$ cat src/rtl/core/mcrw_pkg.sv
// types, constants and codes shared by the restart watchdog modules
`default_nettype none

package mcrw_pkg;

  localparam int unsigned TimeW  = 32;
  localparam int unsigned HourW  = 5;
  localparam int unsigned MinW   = 6;
  localparam int unsigned CountW = 8;
  localparam int unsigned CauseW = 5;
  localparam int unsigned CfgIdxW = 3;

  localparam int unsigned InDataW  = 80;
  localparam int unsigned OutDataW = 8;

  localparam logic [TimeW-1:0]  WarnGapSec        = TimeW'(10);
  localparam logic [CountW-1:0] DailySecondNotice = CountW'(30);
  localparam logic [CountW-1:0] CountMax          = CountW'(255);

  localparam logic [TimeW-1:0] IdleLimitRst = TimeW'(20 * 60);
  localparam logic [TimeW-1:0] BusyLimitRst = TimeW'(5 * 60 * 60);
  localparam logic [TimeW-1:0] DeadLimitRst = TimeW'(5 * 60);
  localparam logic [TimeW-1:0] HungLimitRst = TimeW'(20 * 60);

  // cause mask bit positions
  localparam int unsigned CauseBusy  = 0;
  localparam int unsigned CauseIdle  = 1;
  localparam int unsigned CauseDead  = 2;
  localparam int unsigned CauseHung  = 3;
  localparam int unsigned CauseDaily = 4;

  typedef enum logic [CfgIdxW-1:0] {
    CFG_IDLE_LIMIT   = 3'd0,
    CFG_BUSY_LIMIT   = 3'd1,
    CFG_DEAD_LIMIT   = 3'd2,
    CFG_HUNG_LIMIT   = 3'd3,
    CFG_DAILY_ENABLE = 3'd4,
    CFG_DAILY_HOUR   = 3'd5,
    CFG_DAILY_MINUTE = 3'd6,
    CFG_UNUSED       = 3'd7
  } mcrw_cfg_idx_e;

  typedef enum logic [2:0] {
    OP_CLIENT   = 3'd0,
    OP_INIT     = 3'd1,
    OP_PROGRESS = 3'd2,
    OP_BOUNDARY = 3'd3,
    OP_ROUND    = 3'd4,
    OP_OBJECT   = 3'd5,
    OP_SHUTDOWN = 3'd6,
    OP_TICK     = 3'd7
  } mcrw_op_e;

  typedef struct packed {
    logic [TimeW-1:0] idle_limit;
    logic [TimeW-1:0] busy_limit;
    logic [TimeW-1:0] dead_limit;
    logic [TimeW-1:0] hung_limit;
    logic             daily_enable;
    logic [HourW-1:0] daily_hour;
    logic [MinW-1:0]  daily_minute;
  } mcrw_cfg_t;

  typedef struct packed {
    logic [MinW-1:0]  clock_minute;
    logic [HourW-1:0] clock_hour;
    logic [TimeW-1:0] roster_time;
    logic             no_players;
    logic [TimeW-1:0] now_sec;
    mcrw_op_e         opcode;
  } mcrw_item_t;

  typedef struct packed {
    logic [TimeW-1:0]  last_restart_time;
    logic [TimeW-1:0]  idle_start_time;
    logic [TimeW-1:0]  last_progress_time;
    logic [TimeW-1:0]  last_warning_time;
    logic [CountW-1:0] daily_match_count;
  } mcrw_state_t;

  typedef struct packed {
    logic              daily_notice;
    logic              busy_warning;
    logic [CauseW-1:0] cause_mask;
    logic              restart;
  } mcrw_res_t;

  // base + limit < now, compared at 33 bits
  function automatic logic sum_before(logic [TimeW-1:0] base, logic [TimeW-1:0] limit,
                                      logic [TimeW-1:0] now);
    logic [TimeW:0] sum;
    sum = {1'b0, base} + {1'b0, limit};
    return sum < {1'b0, now};
  endfunction

endpackage

`default_nettype wire

$ cat src/rtl/core/mcrw_eval.sv
// next-state and result logic for one event of the restart watchdog
`default_nettype none

module mcrw_eval (
  input  mcrw_pkg::mcrw_cfg_t   cfg_i,
  input  mcrw_pkg::mcrw_state_t state_i,
  input  mcrw_pkg::mcrw_item_t  item_i,
  output mcrw_pkg::mcrw_state_t state_o,
  output mcrw_pkg::mcrw_res_t   res_o
);
  import mcrw_pkg::*;

  logic [TimeW-1:0]  now;
  logic [CauseW-1:0] cause;
  logic              warn;
  logic              notice;
  logic              busy_due;
  logic              idle_rs;
  logic              dead_rs;
  logic              hung_rs;
  logic              match;
  logic [CountW-1:0] count_inc;
  mcrw_state_t       st;

  always_comb begin
    now       = item_i.now_sec;
    st        = state_i;
    cause     = '0;
    warn      = 1'b0;
    notice    = 1'b0;
    idle_rs   = 1'b0;
    dead_rs   = 1'b0;
    hung_rs   = 1'b0;
    busy_due  = sum_before(state_i.last_restart_time, cfg_i.busy_limit, now);
    match     = cfg_i.daily_enable && (item_i.clock_hour == cfg_i.daily_hour) &&
                (item_i.clock_minute == cfg_i.daily_minute);
    count_inc = (state_i.daily_match_count < CountMax) ?
                state_i.daily_match_count + CountW'(1) : state_i.daily_match_count;

    case (item_i.opcode)
      OP_CLIENT: begin
        st.idle_start_time = '0;
      end
      OP_INIT: begin
        st.last_restart_time  = now;
        st.last_progress_time = now;
        st.idle_start_time    = '0;
      end
      OP_PROGRESS, OP_ROUND: begin
        st.idle_start_time    = '0;
        st.last_progress_time = now;
        warn = (item_i.opcode == OP_ROUND) && busy_due;
      end
      OP_BOUNDARY: begin
        st.idle_start_time    = '0;
        st.last_progress_time = now;
        if (busy_due) begin
          st.last_restart_time = now;
          cause[CauseBusy]     = 1'b1;
        end
      end
      OP_OBJECT: begin
        st.idle_start_time    = '0;
        st.last_progress_time = now;
        if (busy_due && sum_before(state_i.last_warning_time, WarnGapSec, now)) begin
          st.last_warning_time = now;
          warn = 1'b1;
        end
      end
      OP_SHUTDOWN: begin
        st.last_restart_time = now;
        st.idle_start_time   = '0;
      end
      OP_TICK: begin
        if (item_i.no_players) begin
          if (state_i.idle_start_time == '0) begin
            st.idle_start_time = now;
          end else begin
            idle_rs = sum_before(state_i.idle_start_time, cfg_i.idle_limit, now);
          end
        end else begin
          st.idle_start_time = '0;
        end
        dead_rs = (item_i.roster_time != '0) &&
                  ((now - item_i.roster_time) > cfg_i.dead_limit);
        // an earlier restart in this tick moves progress time to now
        hung_rs = !idle_rs && !dead_rs &&
                  ((now - state_i.last_progress_time) > cfg_i.hung_limit);
        if (match) begin
          st.daily_match_count = count_inc;
          notice = (count_inc == CountW'(1)) || (count_inc == DailySecondNotice);
        end else if (state_i.daily_match_count != '0) begin
          st.daily_match_count = '0;
          cause[CauseDaily]    = 1'b1;
        end
        cause[CauseIdle] = idle_rs;
        cause[CauseDead] = dead_rs;
        cause[CauseHung] = hung_rs;
        if (cause != '0) begin
          st.last_restart_time  = now;
          st.last_progress_time = now;
          st.idle_start_time    = '0;
        end
      end
      default: begin
        st = state_i;
      end
    endcase

    state_o            = st;
    res_o.restart      = (cause != '0);
    res_o.cause_mask   = cause;
    res_o.busy_warning = warn;
    res_o.daily_notice = notice;
  end

endmodule

`default_nettype wire

$ cat src/rtl/core/multi_condition_restart_watchdog.sv
// an accepted event goes to the input register, its result to the result register
// throughput: one event per cycle; the input register loads whenever it is empty or
// the result register is empty or its transaction completes
// reset: asynchronous active low; limits return to defaults, all times and the
// daily counter clear, both pipeline registers empty
`default_nettype none

module multi_condition_restart_watchdog (
  input  wire                            clk_i,
  input  wire                            rst_ni,
  input  wire                            cfg_we_i,
  input  wire [mcrw_pkg::CfgIdxW-1:0]    cfg_addr_i,
  input  wire [mcrw_pkg::TimeW-1:0]      cfg_data_i,
  input  wire                            s_axis_tvalid,
  output logic                           s_axis_tready,
  // opcode, now_sec, no_players, roster_time, clock_hour, clock_minute, zero pad
  input  wire [mcrw_pkg::InDataW-1:0]    s_axis_tdata,
  output logic                           m_axis_tvalid,
  input  wire                            m_axis_tready,
  // restart, cause_mask, busy_warning, daily_notice
  output logic [mcrw_pkg::OutDataW-1:0]  m_axis_tdata
);
  import mcrw_pkg::*;

  mcrw_cfg_t   cfg_q;
  mcrw_state_t state_q, state_d;
  mcrw_item_t  item_q;
  logic        in_valid_q;
  mcrw_res_t   res_d, res_q;
  logic        out_valid_q;
  logic        advance;
  logic        in_fire;

  assign advance       = !out_valid_q || m_axis_tready;
  assign s_axis_tready = !in_valid_q || advance;
  assign in_fire       = s_axis_tvalid && s_axis_tready;

  always_ff @(posedge clk_i or negedge rst_ni) begin
    if (!rst_ni) begin
      cfg_q.idle_limit   <= IdleLimitRst;
      cfg_q.busy_limit   <= BusyLimitRst;
      cfg_q.dead_limit   <= DeadLimitRst;
      cfg_q.hung_limit   <= HungLimitRst;
      cfg_q.daily_enable <= 1'b0;
      cfg_q.daily_hour   <= '0;
      cfg_q.daily_minute <= '0;
    end else if (cfg_we_i) begin
      case (mcrw_cfg_idx_e'(cfg_addr_i))
        CFG_IDLE_LIMIT:   cfg_q.idle_limit   <= cfg_data_i;
        CFG_BUSY_LIMIT:   cfg_q.busy_limit   <= cfg_data_i;
        CFG_DEAD_LIMIT:   cfg_q.dead_limit   <= cfg_data_i;
        CFG_HUNG_LIMIT:   cfg_q.hung_limit   <= cfg_data_i;
        CFG_DAILY_ENABLE: cfg_q.daily_enable <= cfg_data_i[0];
        CFG_DAILY_HOUR:   cfg_q.daily_hour   <= cfg_data_i[HourW-1:0];
        CFG_DAILY_MINUTE: cfg_q.daily_minute <= cfg_data_i[MinW-1:0];
        default: begin
          cfg_q <= cfg_q;
        end
      endcase
    end
  end

  always_ff @(posedge clk_i or negedge rst_ni) begin
    if (!rst_ni) begin
      in_valid_q <= 1'b0;
    end else if (s_axis_tready) begin
      in_valid_q <= s_axis_tvalid;
    end
  end

  always_ff @(posedge clk_i) begin
    if (in_fire) begin
      item_q <= mcrw_item_t'(s_axis_tdata[$bits(mcrw_item_t)-1:0]);
    end
  end

  mcrw_eval u_eval (
    .cfg_i   (cfg_q),
    .state_i (state_q),
    .item_i  (item_q),
    .state_o (state_d),
    .res_o   (res_d)
  );

  always_ff @(posedge clk_i or negedge rst_ni) begin
    if (!rst_ni) begin
      state_q     <= '0;
      out_valid_q <= 1'b0;
    end else if (advance) begin
      out_valid_q <= in_valid_q;
      if (in_valid_q) begin
        state_q <= state_d;
      end
    end
  end

  always_ff @(posedge clk_i) begin
    if (advance && in_valid_q) begin
      res_q <= res_d;
    end
  end

  assign m_axis_tvalid = out_valid_q;
  assign m_axis_tdata  = res_q;

`ifndef ASSERT_OFF
  a_restart_flag: assert property (@(posedge clk_i) disable iff (!rst_ni)
    out_valid_q |-> (res_q.restart == (res_q.cause_mask != '0)))
    else $error("restart flag disagrees with cause mask");

  a_ready_when_empty: assert property (@(posedge clk_i) disable iff (!rst_ni)
    !out_valid_q |-> s_axis_tready)
    else $error("input stalled with empty result register");

  a_idle_only_on_tick: assert property (@(posedge clk_i) disable iff (!rst_ni)
    ((state_q.idle_start_time != $past(state_q.idle_start_time)) &&
     (state_q.idle_start_time != '0)) |->
    $past(advance && in_valid_q && (item_q.opcode == OP_TICK)))
    else $error("idle start time set outside a tick");

  a_state_hold: assert property (@(posedge clk_i) disable iff (!rst_ni)
    !$past(advance && in_valid_q) |-> (state_q == $past(state_q)))
    else $error("watchdog state changed without an event");
`endif

endmodule

`default_nettype wire
$ cat config.mk
export PLATFORM = sky130hd
export DESIGN_NAME = multi_condition_restart_watchdog
export DESIGN_NICKNAME = d
export VERILOG_FILES = /design/src/rtl/core/mcrw_pkg.sv /design/src/rtl/core/mcrw_eval.sv /design/src/rtl/core/multi_condition_restart_watchdog.sv
export SDC_FILE = /design/constraint.sdc
export NUM_CORES = 1
export LEC_CHECK = 0
export BUFFER_PORTS_ARGS = -buffer_cell sky130_fd_sc_hd__buf_2
export CAP_MARGIN = 20
export CORE_MARGIN = 3
export CORE_UTILIZATION = 65
export CTS_CLUSTER_SIZE = 14
export DETAILED_ROUTE_END_ITERATION = 7
export PLACE_DENSITY = 0.84
export SLEW_MARGIN = 30
export SYNTH_ARGS = -nofsm -noshare
export SYNTH_HDL_FRONTEND = slang
export SYNTH_SLANG_ARGS = --single-unit
$ cat constraint.sdc
create_clock -name clk_i -period 9.7 [get_ports clk_i]
set_input_delay 0.97 -clock clk_i [delete_from_list [all_inputs] [get_ports clk_i]]
set_output_delay 0.97 -clock clk_i [all_outputs]
set_load 0.01 [all_outputs]
==> run_results.csv <==
group,metric,value,unit
pwr,p_leak,12.58,nW
route,viasPerCell,6.347,
sta,finClkSkew,28.26,ps
pwr,combPwrFrac,43.7,%
pwr,seqPwrFrac,31.1,%
place,port_buffers,128,
clock_network,cts_resized,0,
pwr,p_switching,2.582,mW
route,drtAntennaViolNets,0,
yosys,synth_top_area_share,27.31,%
sta,hold_viol,0,
finish,drive_gt1_share,15.69,%
global_routing,first_global_vias,19013,
clock_network,cts_setup_buffers,0,
setup_path,r2r_cells,26,
route,vias,18742,
pwr,clkPwrFrac,25.1,%
clock_network,cts_buffers,41,
setup_path,reg2reg_to,"state_q[124]$_DFFE_PN0P_",
route,drc,0,
global_routing,grt_max_degree,173,
sta,worst_slew_pin_slew,983.6,ps
setup_path,crit_path_max_fanout,32,
yosys,ys.flop_type,"dfrtp_1",
route,drtPass1Iterations,6,
pwr,vdd_drop_max,0.1877,mV
clock_network,path_clk_slew,60,ps
worst_hold_path,worstHoldPathType,"input port to async pin",
pwr,switching_share,37.07,%
clock_network,clock_path_buffers,3,
yosys,yosys.area.top_type,"dfrtp_1",
die,coreArea,35910,µm²
yosys,synth_area_leaders,"dfrtp_1, ha_1, edfxtp_1",
pwr,power_density,261.4,nW/µm²
die,ios,130,
global_routing,antenna_found_initial,1,
yosys,syn_nets,2735,
yosys,async_reset_ff_share,76.16,%
clock_network,ctsHoldBuffers,0,
sta,rsz0062_at_grt,"no",
finish,fin_area,26650,µm²
pwr,p_int,4.384,mW
setup_path,cp-end-kind,"flop",
setup_path,crit_type,"flop to flop",
finish,nets,2871,
finish,antennaDiodeCount,0,
yosys,yosysUniqueCellTypes,70,
die,num_rows,69,
sta,slew_headroom,33.56,%
yosys,synthCells,2324,
yosys,yosys_warnings,0,
sta,fin_setup_tns,0,ps
sta,final.period_utilization,78.82,%
finish,fillCellCount,2410,
sta,finalCriticalPeriod,7645,ps
clock_network,cts_root_buf,"clkbuf_16",
yosys,yosysSeqAreaShare,40.10,%
route,wl,59.58,mm
clock_network,cts.sinks,365,
die,design.die.area,39140,µm²
yosys,synth_common_cells,"ha_1, dfrtp_1, inv_1",
place,place_congestion,0.9354,
global_routing,track_usage,30.53,%
setup_path,rr_startpoint,"item_q[3]$_DFFE_PP_",
yosys,synth_area,23920,µm²
clock_network,clk-insertion-delay-late,570,ps
setup_path,reg2reg_slack,2050,ps
yosys,synth_most_common_cell,"ha_1",
die,die_h,197.8,µm
setup_path,required,10120,ps
place,dp_hpwl,44.72,mm
finish,area_delta_synth_final,11.40,%
pwr,finalPower,6.966,mW
yosys,syn_area_per_cell,10.29,µm²
setup_path,cp-start-kind,"flop",
yosys,ys_seq_elements,365,
yosys,synth_enable_flop_cells,87,
sta,clock.fmax,130.8,MHz
route,dr.first_iter.drc_count,1268,
die,floorplan.initialDensity,66.60,%
die,die_w,197.8,µm
global_routing,grt_pass1_wl,95.11,mm
sta,hold_slack,460.5,ps
route,wl_per_cell,20.17,µm
sta,drv_slew,0,
run_status,status,"finished, final reports clean",
clock_network,h-tree-depth,2,
place,dpl-instance-area,25090,µm²
clock_network,cts_tree,"built",
setup_path,arrival,8060,ps
flow_run,cap_violations,0,
sta,setup_viol,0,
global_routing,grt_overflow,0,
[worst max-delay path by stage]
stage	from	endpoint	slack (ps)	cells past startpoint
3_3_place_gp	item_q[3]$_DFFE_PP_	state_q[57]$_DFFE_PN0P_	2490	26
3_5_place_dp	item_q[3]$_DFFE_PP_	state_q[132]$_DFFE_PN0P_	2230	25
6_report	item_q[3]$_DFFE_PP_	state_q[124]$_DFFE_PN0P_	2050	26
4_1_cts	item_q[3]$_DFFE_PP_	state_q[124]$_DFFE_PN0P_	2140	25
5_1_grt	item_q[3]$_DFFE_PP_	state_q[58]$_DFFE_PN0P_	1710	26
2_1_floorplan	item_q[3]$_DFFE_PP_	state_q[103]$_DFFE_PN0P_	4030	24
[final cells by class]
cell class,count,area (µm²),share of cell area [%]
inverters,193,724.4,2.719
well taps,461,576.8,2.165
flip-flops and latches,365,9590,35.99
multi-input cells,1718,13450,50.47
repair buffers,141,780.7,2.930
clock inverters,26,397.9,1.493
clock buffers,49,1127,4.231
[power by group through the flow]
| stage | logic, mW | registers [mW] | clock network [mW] |
|---|---|---|---|
| 2_1_floorplan | 2.25 | 2.10 | 0 |
| 3_3_place_gp | 2.77 | 2.16 | 0 |
| 3_5_place_dp | 2.94 | 2.18 | 0 |
| 4_1_cts | 2.99 | 2.16 | 1.77 |
| 5_1_grt | 3.39 | 2.20 | 1.84 |
| 6_report | 3.05 | 2.17 | 1.75 |
[registers in the layout, indices dropped and copies added, names as in the netlist]
| signal | flops |
|---|---|
| m_axis_tdata | 8 |
| in_valid_q | 1 |
| state_q | 136 |
| item_q | 79 |
| m_axis_tvalid | 1 |
| cfg_q | 140 |
[metal layers]
layer / wire [µm] / GRT usage [%] / up-vias
met1: 25210 / 40.73 / 9139
met4: 2179 / 11.64 / 0
met5: 0 / 0 / -
met2: 27480 / 50.38 / 697
met3: 4703 / 5.207 / 148
li1: - / - / 8758
[cell families after synthesis]
| kind of cell | share of synthesized area (%) |
|---|---|
| muxes | 9.442 |
| AOI/OAI and AO/OA | 14.99 |
| buffers and inverters | 3.855 |
| and+or+nand+nor | 10.82 |
| adders and majority gates | 15.35 |
| xor gates and xnor gates | 5.456 |
| DFF | 40.10 |
[stage by stage]
stage	cells	utilization, %	worst slack, ps
detailed placement	2877	69.85	2234
global route	2953	74.19	1714
floorplan	2324	-	4027
finish	2953	74.19	2055
CTS	2952	74.10	2144
global placement	2877	69.85	2494
[worst max-delay path, cell delays in order, from the launching register on]
cell and delay, ps:
edfxtp_1 480, inv_1 250, ha_1 220, inv_1 60, fa_1 420, a211o_1 290
o211ai_1 160, a211oi_1 220, o21ai_0 350, a21oi_1 140, nor3_1 270, o21ai_0 250
a221o_1 380, a21oi_1 180, xnor2_1 110, ha_1 310, nand3_1 90, nor3_1 390
and4_1 280, inv_1 40, a31oi_1 150, a2111oi_0 100, a41oi_1 780, nor3_2 280
nor4_4 350, buf_4 500, mux2_1 410
[layout by cell type, fill, tap and decap left out, types with 42 or more instances in the layout]
master     netlist  routed
dfrtp_1        261     261
edfxtp_1        87      87
nand3_1         51      51
nand2_1        156     156
xnor2_1        109     109
inv_1          193     193
a21oi_1        136     136
nand4_1         49      49
a21o_1          95      95
o21ai_0        120     120
buf_2            5     127
ha_1           287     287
nor2_1         100      99
o31ai_1         44      44
clkbuf_16        0      42
mux2_2         143     143
No activity file was read; power rests on OpenSTA's default activity.
